$ cat src/sv/sxfb_pkg.sv
// Shared types, constants and helper functions for the sprite XOR framebuffer.
// No dependencies; every other file of the block refers to this package by scoped names.
package sxfb_pkg;

  localparam int SCREEN_COLS  = 64;
  localparam int SCREEN_LINES = 32;
  localparam int SPRITE_WIDTH = 8;
  localparam int SPRITE_MSB   = SPRITE_WIDTH - 1;
  localparam int COL_AW       = $clog2(SCREEN_COLS);
  localparam int LINE_AW      = $clog2(SCREEN_LINES);

  typedef logic [SCREEN_COLS-1:0] line_t;
  typedef logic [LINE_AW-1:0]     line_addr_t;

  typedef enum logic {
    CMD_CLEAR = 1'b0,
    CMD_DRAW  = 1'b1
  } cmd_t;

  typedef enum logic {
    ST_IDLE  = 1'b0,
    ST_MERGE = 1'b1
  } fsm_t;

  typedef struct packed {
    logic       wr_en;
    logic       clr_all;
    line_addr_t wr_addr;
  } store_ctl_t;

  function automatic line_addr_t line_of(input logic [7:0] y_origin,
                                         input logic [3:0] row_index);
    logic [8:0] sum;
    sum = {1'b0, y_origin} + {5'd0, row_index};
    return sum[LINE_AW-1:0];
  endfunction

  function automatic line_t sprite_mask(input logic [7:0] x_origin,
                                        input logic [7:0] sprite_byte);
    line_t            mask;
    logic [COL_AW-1:0] col;
    mask = '0;
    for (int c = 0; c < SPRITE_WIDTH; c++) begin
      col = x_origin[COL_AW-1:0] + COL_AW'(c);
      if (sprite_byte[SPRITE_MSB - c]) begin
        mask[col] = 1'b1;
      end
    end
    return mask;
  endfunction

endpackage

$ cat src/sv/sxfb_line_store.sv
// Framebuffer line memory with registered read and per-line valid bits.
// Depends on sxfb_pkg for the line type, address type and the write control struct.
module sxfb_line_store (
  input  logic                  clk,
  input  logic                  rst_n,
  input  logic                  rd_en,
  input  sxfb_pkg::line_addr_t  rd_addr,
  output sxfb_pkg::line_t       rd_data,
  input  sxfb_pkg::store_ctl_t  ctl,
  input  sxfb_pkg::line_t       wr_data
);

  sxfb_pkg::line_t                    mem [sxfb_pkg::SCREEN_LINES];
  logic [sxfb_pkg::SCREEN_LINES-1:0]  valid_r;
  sxfb_pkg::line_t                    rd_data_r;
  logic                               rd_valid_r;

  always_ff @(posedge clk) begin
    if (ctl.wr_en) begin
      mem[ctl.wr_addr] <= wr_data;
    end
    if (rd_en) begin
      rd_data_r <= mem[rd_addr];
    end
  end

  always_ff @(posedge clk) begin
    if (!rst_n) begin
      valid_r    <= '0;
      rd_valid_r <= 1'b0;
    end else begin
      if (ctl.clr_all) begin
        valid_r <= '0;
      end else if (ctl.wr_en) begin
        valid_r[ctl.wr_addr] <= 1'b1;
      end
      if (rd_en) begin
        rd_valid_r <= valid_r[rd_addr];
      end
    end
  end

  assign rd_data = rd_valid_r ? rd_data_r : '0;

endmodule

$ cat src/sv/sxfb_row_merge.sv
// XOR merge of one sprite row into a framebuffer line, with collision detection.
// Depends on sxfb_pkg for the line type and the sprite mask function.
module sxfb_row_merge (
  input  sxfb_pkg::line_t  old_line,
  input  logic [7:0]       x_origin,
  input  logic [7:0]       sprite_byte,
  output sxfb_pkg::line_t  new_line,
  output logic             hit
);

  sxfb_pkg::line_t mask;

  assign mask     = sxfb_pkg::sprite_mask(x_origin, sprite_byte);
  assign new_line = old_line ^ mask;
  assign hit      = |(old_line & mask);

endmodule

$ cat src/sv/sprite_xor_framebuffer.sv
// Top level of the sprite XOR framebuffer: command sequencer, collision flag and result register.
// Depends on sxfb_pkg, sxfb_line_store and sxfb_row_merge.
//
// For each command, the cycle of acceptance reads the target line from the line memory, and
// the next cycle merges the sprite row and writes the line back, so busy is high for one
// cycle after every accepted word. The result word appears on the out_ ports with out_strobe
// high in the cycle after that, for exactly one cycle; the receiver cannot stall it. A clear
// command follows the same sequence and needs no pass over the lines, since it only drops the
// per-line valid bits. The framebuffer is blank right after reset with no clearing pass.
module sprite_xor_framebuffer (
  input  logic       clk,
  input  logic       rst_n,
  input  logic       start,
  output logic       busy,
  input  logic       in_cmd,
  input  logic [7:0] in_x_origin,
  input  logic [7:0] in_y_origin,
  input  logic [3:0] in_row_index,
  input  logic [7:0] in_sprite_byte,
  input  logic       in_first_row,
  input  logic       in_last_row,
  output logic       out_strobe,
  output logic       out_collision,
  output logic       out_done_res
);

  sxfb_pkg::fsm_t        state_r, state_nxt;
  logic                  accept;
  sxfb_pkg::line_addr_t  rd_addr;
  sxfb_pkg::line_t       old_line, new_line;
  sxfb_pkg::store_ctl_t  ctl;
  logic                  merge_hit;

  sxfb_pkg::cmd_t        pend_cmd_r;
  logic [7:0]            pend_x_r;
  logic [7:0]            pend_byte_r;
  logic                  pend_first_r;
  logic                  pend_last_r;
  sxfb_pkg::line_addr_t  pend_line_r;

  logic                  hit_r, hit_nxt;
  logic                  out_strobe_r, out_strobe_nxt;
  logic                  out_collision_r, out_collision_nxt;
  logic                  out_done_res_r, out_done_res_nxt;

  assign accept  = start && !busy;
  assign rd_addr = sxfb_pkg::line_of(in_y_origin, in_row_index);

  always_comb begin
    unique case (state_r)
      sxfb_pkg::ST_IDLE:  state_nxt = accept ? sxfb_pkg::ST_MERGE : sxfb_pkg::ST_IDLE;
      sxfb_pkg::ST_MERGE: state_nxt = sxfb_pkg::ST_IDLE;
      default:            state_nxt = sxfb_pkg::ST_IDLE;
    endcase
  end

  always_comb begin
    busy              = 1'b0;
    ctl               = '0;
    ctl.wr_addr       = pend_line_r;
    hit_nxt           = hit_r;
    out_strobe_nxt    = 1'b0;
    out_collision_nxt = out_collision_r;
    out_done_res_nxt  = out_done_res_r;
    unique case (state_r)
      sxfb_pkg::ST_IDLE: begin
        busy = 1'b0;
      end
      sxfb_pkg::ST_MERGE: begin
        busy           = 1'b1;
        out_strobe_nxt = 1'b1;
        if (pend_cmd_r == sxfb_pkg::CMD_CLEAR) begin
          ctl.clr_all       = 1'b1;
          out_collision_nxt = hit_r;
          out_done_res_nxt  = 1'b1;
        end else begin
          ctl.wr_en         = 1'b1;
          hit_nxt           = (hit_r && !pend_first_r) || merge_hit;
          out_collision_nxt = hit_nxt;
          out_done_res_nxt  = pend_last_r;
        end
      end
      default: begin
        busy = 1'b0;
      end
    endcase
  end

  always_ff @(posedge clk) begin
    if (!rst_n) begin
      state_r      <= sxfb_pkg::ST_IDLE;
      hit_r        <= 1'b0;
      out_strobe_r <= 1'b0;
    end else begin
      state_r      <= state_nxt;
      hit_r        <= hit_nxt;
      out_strobe_r <= out_strobe_nxt;
    end
  end

  always_ff @(posedge clk) begin
    out_collision_r <= out_collision_nxt;
    out_done_res_r  <= out_done_res_nxt;
    if (accept) begin
      pend_cmd_r   <= sxfb_pkg::cmd_t'(in_cmd);
      pend_x_r     <= in_x_origin;
      pend_byte_r  <= in_sprite_byte;
      pend_first_r <= in_first_row;
      pend_last_r  <= in_last_row;
      pend_line_r  <= rd_addr;
    end
  end

  sxfb_line_store u_store (
    .clk     (clk),
    .rst_n   (rst_n),
    .rd_en   (accept),
    .rd_addr (rd_addr),
    .rd_data (old_line),
    .ctl     (ctl),
    .wr_data (new_line)
  );

  sxfb_row_merge u_merge (
    .old_line    (old_line),
    .x_origin    (pend_x_r),
    .sprite_byte (pend_byte_r),
    .new_line    (new_line),
    .hit         (merge_hit)
  );

  assign out_strobe    = out_strobe_r;
  assign out_collision = out_collision_r;
  assign out_done_res  = out_done_res_r;

  a_strobe_after_merge: assert property (@(posedge clk) disable iff (!rst_n)
    out_strobe_r |-> $past(state_r == sxfb_pkg::ST_MERGE))
    else $error("result strobe without a preceding merge cycle");

  a_merge_one_cycle: assert property (@(posedge clk) disable iff (!rst_n)
    state_r == sxfb_pkg::ST_MERGE |=> state_r == sxfb_pkg::ST_IDLE)
    else $error("merge state held for more than one cycle");

  a_clear_result: assert property (@(posedge clk) disable iff (!rst_n)
    out_strobe_r && $past(pend_cmd_r == sxfb_pkg::CMD_CLEAR)
      |-> out_done_res_r && (out_collision_r == $past(hit_r)))
    else $error("clear result does not report the unchanged collision flag");

endmodule
$ cat config.mk
export PLATFORM = sky130hd
export DESIGN_NAME = sprite_xor_framebuffer
export DESIGN_NICKNAME = d
export VERILOG_FILES = /design/src/sv/sxfb_pkg.sv /design/src/sv/sxfb_line_store.sv /design/src/sv/sxfb_row_merge.sv /design/src/sv/sprite_xor_framebuffer.sv
export SDC_FILE = /design/constraint.sdc
export NUM_CORES = 2
export LEC_CHECK = 0
export BUFFER_PORTS_ARGS = -buffer_cell sky130_fd_sc_hd__clkbuf_2
export CAP_MARGIN = 0
export CORE_ASPECT_RATIO = 2
export CORE_UTILIZATION = 48
export CTS_CLUSTER_SIZE = 30
export DETAILED_ROUTE_END_ITERATION = 10
export GPL_TIMING_DRIVEN = 0
export PLACE_DENSITY_LB_ADDON = 0.25
export RECOVER_POWER = 100
export SYNTH_ARGS = -nofsm -noshare
export SYNTH_HDL_FRONTEND = slang
export SYNTH_SLANG_ARGS = --single-unit
$ cat constraint.sdc
create_clock -name clk -period 14.3 [get_ports clk]
set_input_delay 2.86 -clock clk [delete_from_list [all_inputs] [get_ports clk]]
set_output_delay 2.86 -clock clk [all_outputs]
set_load 0.005 [all_outputs]
# == After elaboration in Yosys (flattened, before gate mapping) ==
# Memories as Yosys holds them, arrays and structs flattened. A register that Yosys moved wholly into a read port is not among the register bits.
# Cells that the tools add are included.
# word_totals
wordCells,108
ff_bits,60
input_bits,34
out_inout_bits,4
mem_count,1
latchBits,0
mem_bits_ro,0
ramBits,2048
# op_classes
n_mux,39
n_div,0
n_eq_ne,0
addsub,8
n_reduce_logical,16
n_lt_le_gt_ge,19
mul,0
n_bitwise,12
shift,0
# mem_list
name,words,word_bits,read_ports,rd_ports_with_merged_regs,write_ports,line,rtl
u_store.mem,32,64,1,1,1,sxfb_line_store.sv:13,sxfb_pkg::line_t mem [sxfb_pkg::SCREEN_LINES];
# ops
cell,n
$mux 64,9
$or 64x64->64,7
$and 64x64->64,1
$reduce_or 64->1,1
$xor 64x64->64,1
$lt 6x7->1 const B,8
$demux 1 s6,8
$ge 6x1->1 const B,8
$or 32x32->32,1
$add 6x3->6 const B,4
$mux 1,17
$add 6x2->6 const B,2
$lt 5x6->1 const B,2
$logic_and 1x1->1,11
$add 6x1->6 const B,1
$add 5x4->5,1
$bmux 1 s5,1
$demux 1 s5,1
$ge 5x1->1 const B,1
$pmux 1 s2,2
$logic_not 1->1,2
$mux 2,1
$not 1->1,2
$reduce_or 2->1,1
$logic_or 1x1->1,1

# == Depth between registers and ports, before layout ==
# logic_depth
ltp_word,23
ltp_mapped,18
mapped_depth_nobuf,14

# == By module ==
# From an unflattened synthesis, not the netlist that was laid out.
# hier_totals
hier_cells,4206
area_unflattened_um2,87819.2
# modules_own_cells
module,area_per_inst_um2,instances,cells_per_inst,seq_area_each_um2
sxfb_line_store,81164.1,1,3264,64081.5
sxfb_row_merge,5582.9,1,884,0.0
sprite_xor_framebuffer,1072.3,1,58,840.8

# == Least setup slack after synthesis ==
# Ideal clock, no wire load.
# synth_timing
path_kind,input -> register
from,input port start
to,register u_store.rd_valid_r
setup_ns,0.096
t_required_ns,14.204
path_buffers,0
cell_stages,3
arrival_ns,7.206
setup_slack_ns,6.999
cell_sequence,nor2b_1 o21ai_0 a31oi_1
# synth_via
elab_chain_len,1
# synth_rtl
element,line,rtl
start: declaration,sprite_xor_framebuffer.sv:13,"input logic start,"
$logic_and 1x1->1,sprite_xor_framebuffer.sv:46,assign accept = start && !busy;
end signal: assignment,sxfb_line_store.sv:38,rd_valid_r <= valid_r[rd_addr];
end: declaration,sxfb_line_store.sv:16,logic rd_valid_r;
# No other way between the ends.
# A chain may end at the register's enable or synchronous reset.

# == Worst setup path after layout ==
# layout_timing
from,register pend_x_r[2]
to,register hit_r
# layout_via
elab_chain_len,23
elab_cells_between_ends,66
cone_classes,7 x add/sub; 16 x order compare; 25 x mux; 8 x bitwise; 10 x reduce/logical
# layout_rtl
element,line,rtl
start: declaration,sprite_xor_framebuffer.sv:35,logic [7:0] pend_x_r;
start signal: assignment,sprite_xor_framebuffer.sv:106,pend_x_r <= in_x_origin;
$add 6x1->6 (tied with other cells),sxfb_pkg.sv:44,col = x_origin[COL_AW-1:0] + COL_AW'(c);
$lt 6x7->1 (not written as such) (tied with other cells),sxfb_pkg.sv:46,mask[col] = 1'b1;
$logic_and 1x1->1 (not written as such) or $mux 1 (tied branches),sxfb_pkg.sv:46,
$mux 1 (not written as such) or $demux 1 s6 (tied branches),-,
$demux 1 s6 or $mux 64 (tied branches),-,
$or 64x64->64 (no line),-,
$mux 64,sxfb_pkg.sv:45,if (sprite_byte[SPRITE_MSB - c]) begin
$or 64x64->64 (no line),-,
[7 not listed],-,
$or 64x64->64 (no line),-,
$mux 64,sxfb_pkg.sv:45,
$or 64x64->64 (no line),-,
$mux 64 *,sxfb_pkg.sv:45,
$and 64x64->64 *,sxfb_row_merge.sv:15,assign hit = |(old_line & mask);
$reduce_or 64->1 *,sxfb_row_merge.sv:15,
$logic_or 1x1->1 *,sprite_xor_framebuffer.sv:78,hit_nxt = (hit_r && !pend_first_r) || merge_hit;
$mux 1 *,-,
end signal: assignment,sprite_xor_framebuffer.sv:96,hit_r <= hit_nxt;
end: declaration,sprite_xor_framebuffer.sv:41,"logic hit_r, hit_nxt;"
# Every way passes the cells marked *; elsewhere a longest branch is shown, timed or not.

==> impl_results.md <==
* Final setup violation count at 0
* Via/cell ratio at 6.65
* Root Buffer: clkbuf_16
* CTS tree: built
* Die footprint at 184000 um2
* Final Wtd Congestion at 0.893
* Hold Path Sink: u_store.valid_r[10]$_SDFFE_PP0P_
* Synth area leader: edfxtp_1
* R2r setup slk at 5.58 ns
* Final min period at 8.72 ns
* Reg2Reg Depth at 17
* Post-DP HPWL at 194000 um
* Hold_buf cts at 0
* Post_cts resized at 0
* Maximum clock frequency at 115 MHz
* Final nets at 4514
* Final setup margin at 5.58 ns
* Worst hold path startpoint: u_store.valid_r[10]$_SDFFE_PP0P_
* Top_reg_cell synth: edfxtp_1
* Final Hold Viols at 0
* Initial antenna violation count at 10
* Clk slew on worst S/H paths at 0.08 ns
* Yosys warns at 0
* Setup crit start kind: flip-flop
* WS Path Type: flip-flop to flip-flop
* Synthesized flop and latch total at 2172
* Layout area overhead at 10.9%
* Maxcap violations at 100
* Pre-antenna DRT Iters at 6
* DRT antenna net count at 0
* Horiz. Die Dim at 304 um
* Worst hold stages at 1
* Area share of the largest cell type after synthesis at 73.5%
* Critical-path top delay cell: nor4_1
* Largest delay contributor family on the critical path: simple AND/OR/NAND/NOR gates
* Critical-path cell list: clkbuf_1 -> clkbuf_1 -> inv_1 -> ha_1 -> a21oi_1 -> xnor2_1 -> nand2_1 -> clkbuf_1 -> o22ai_1 -> a221oi_1 -> nand3_1 -> ha_1 -> nor4_1 -> nand4_1 -> o41ai_1 -> nand3_1 -> o211a_1
* I/O Buffers at 32
* WL/cell at 40.8 um
* Post-Syn Area at 87300 um2
* Syn_area_per_cell at 21.5 um2
* Worst Max-Slew Pin Slew at 2.30 ns
* Worst vdd ir at 0.129 mV
* Yosys cell types at 66
* Syn_nets at 4173
* WL final at 281000 um
* R2r endpoint: hit_r$_SDFFE_PN0P_
* CP max stage delay at 1.22 ns
* Slew Limit Fails at 1773
* Seq/Total Area, Yosys at 74.3%
* Total Routing Usage GR at 30.7%
* Max FO, Critical Path at 10
* Post-CTS Setup Bufs at 0
* Max Clock Skew at 0.0409 ns
* Most frequent cell after synthesis: edfxtp_1
* Place WS at 6.95 ns
* Htree depth at 4
* Most used cell, CP: clkbuf_1
* Status: complete, but fails checks
* Synth top cells by count: edfxtp_1, mux4_2, nor2_1
* First-pass GRT wire length at 381000 um
* I/O pin cnt at 38
* HP Class: flip-flop to flip-flop
* Worst Path Required at 15.01 ns
* Worst path bufs/invs at 4
* GRT Residual Overflow at 0
* RSZ-0062 raised after global routing: false
* Clock Tree Buf Depth at 4
* DRC Markers at 0
* # fillers at 14100
* Async SR Flop Fraction at 0%
* Final Cycle Share at 61.0%
* Setup tns final at 0 ns
* Failing checks: max-capacitance violations, max-slew violations
* Power Dens Cells at 144 nW/um2
* Num rows at 221
* EDFF count, synth at 2136
* Largest net degree at the start of global routing at 33
* TritonCTS Sinks at 2172
* Core footprint at 181000 um2
* Vias in the first global route at 47000
* Via count at 45800
* Pleak at 0.0304 uW
* Syn Inst Count at 4066
* Initial core utilization at 48.3%
* Synth top area cells: edfxtp_1, mux4_2, ha_1
* Clock Latency Late Sink at 0.84 ns
* Initial DRC Count at 5406
* Die Span Y at 605 um
* Worst slew margin at -53.6%
* Critical Path AT at 9.44 ns
* Critical path endpoint category: flip-flop
* Layout cells sized above 1 at 24.4%
* Total CTS buffers at 186
* RR Startpoint: pend_x_r[2]$_DFFE_PP_
[logic make-up after synthesis]
kind of cell	count (synthesis)	synth area share, %
and+or+nand+nor	549	3.00
muxes	715	17.6
buffers and inverters	225	1.14
adders and majority gates	73	1.05
xor gates and xnor gates	30	0.301
DFF	2172	74.3
AOI/OAI and AO/OA	302	2.65
[placed cells by master, fill, tap and decap left out, types with 18 or more instances in the layout]
| master | n |
|---|---|
| a21oi_1 | 26 |
| clkinv_1 | 41 |
| nor3_1 | 24 |
| nand4_1 | 27 |
| edfxtp_1 | 2136 |
| o22ai_1 | 44 |
| clkinv_2 | 36 |
| a221oi_1 | 79 |
| dfxtp_1 | 36 |
| a22oi_1 | 22 |
| nand2_1 | 138 |
| ha_1 | 72 |
| o21a_1 | 33 |
| xnor2_1 | 20 |
| clkbuf_1 | 266 |
| mux2_2 | 62 |
| bufinv_16 | 18 |
| buf_2 | 70 |
| nor2_1 | 145 |
| nand3_1 | 57 |
| clkbuf_2 | 35 |
| and2_1 | 80 |
| clkbuf_16 | 188 |
| mux4_2 | 648 |
| o32ai_1 | 25 |
| nor4_1 | 18 |
[how the worst max path moves through the flow]
stage | startpoint | endpoint | cells after the start
after floorplan | start | u_store.rd_valid_r$_SDFFE_PN0P_ | 3
after global placement | start | u_store.rd_valid_r$_SDFFE_PN0P_ | 3
after detailed placement | in_y_origin[0] | u_store.rd_data_r[28]$_DFFE_PP_ | 9
after CTS | pend_x_r[2]$_DFFE_PP_ | hit_r$_SDFFE_PN0P_ | 17
after global routing | pend_x_r[2]$_DFFE_PP_ | hit_r$_SDFFE_PN0P_ | 17
final | pend_x_r[2]$_DFFE_PP_ | hit_r$_SDFFE_PN0P_ | 17
[through the flow]
| stage | util [%] | hold slack, ns | cells | area (um2) | power, uW |
|---|---|---|---|---|---|
| floorplan | - | 0.435 | 4066 | 87300 | 8410 |
| global placement | 50.0 | 0.441 | 6439 | 90400 | 9080 |
| detailed placement | 51.6 | 0.452 | 6558 | 93200 | 9130 |
| CTS | 54.8 | 0.467 | 6885 | 99100 | 14000 |
| global route | 53.5 | 0.484 | 6888 | 96800 | 14300 |
| finish | 53.5 | 0.462 | 6893 | 96800 | 14000 |
[cell type report]
| cell class | instances | area (um2) | area share [%] |
|---|---|---|---|
| clock buffer | 223 | 4860 | 5.02 |
| clock inverter | 104 | 971 | 1.00 |
| sequential | 2172 | 64900 | 67.0 |
| multi-input combinational | 1669 | 21500 | 22.2 |
| inverter | 8 | 30.0 | 0.0310 |
| tap | 2341 | 2930 | 3.03 |
| antenna | 6 | 15.0 | 0.0155 |
| buffer | 217 | 957 | 0.989 |
| timing repair buffer | 153 | 692 | 0.715 |
[layer usage]
layer | vias up | track usage [%] | wire [um]
met4 | 4 | 21.0 | 22400
li1 | 18000 | - | -
met5 | - | 0 | 23
met1 | 24600 | 33.6 | 91300
met3 | 778 | 4.49 | 18600
met2 | 2499 | 55.0 | 149000
[report_power, final]
part / switching (uW) / internal, uW
logic: 1090 / 641
registers: 23.9 / 7220
clock network: 2260 / 2750
total: 3370 / 10600
[flip-flops by register name, summed over array words and instances (netlist names), 5 cells and up]
| name | count |
|---|---|
| pend_byte_r | 8 |
| pend_line_r | 5 |
| pend_x_r | 6 |
| u_store.mem | 2048 |
| u_store.rd_data_r | 64 |
| u_store.valid_r | 32 |
Note: power is estimated with default switching activity, not from simulation.
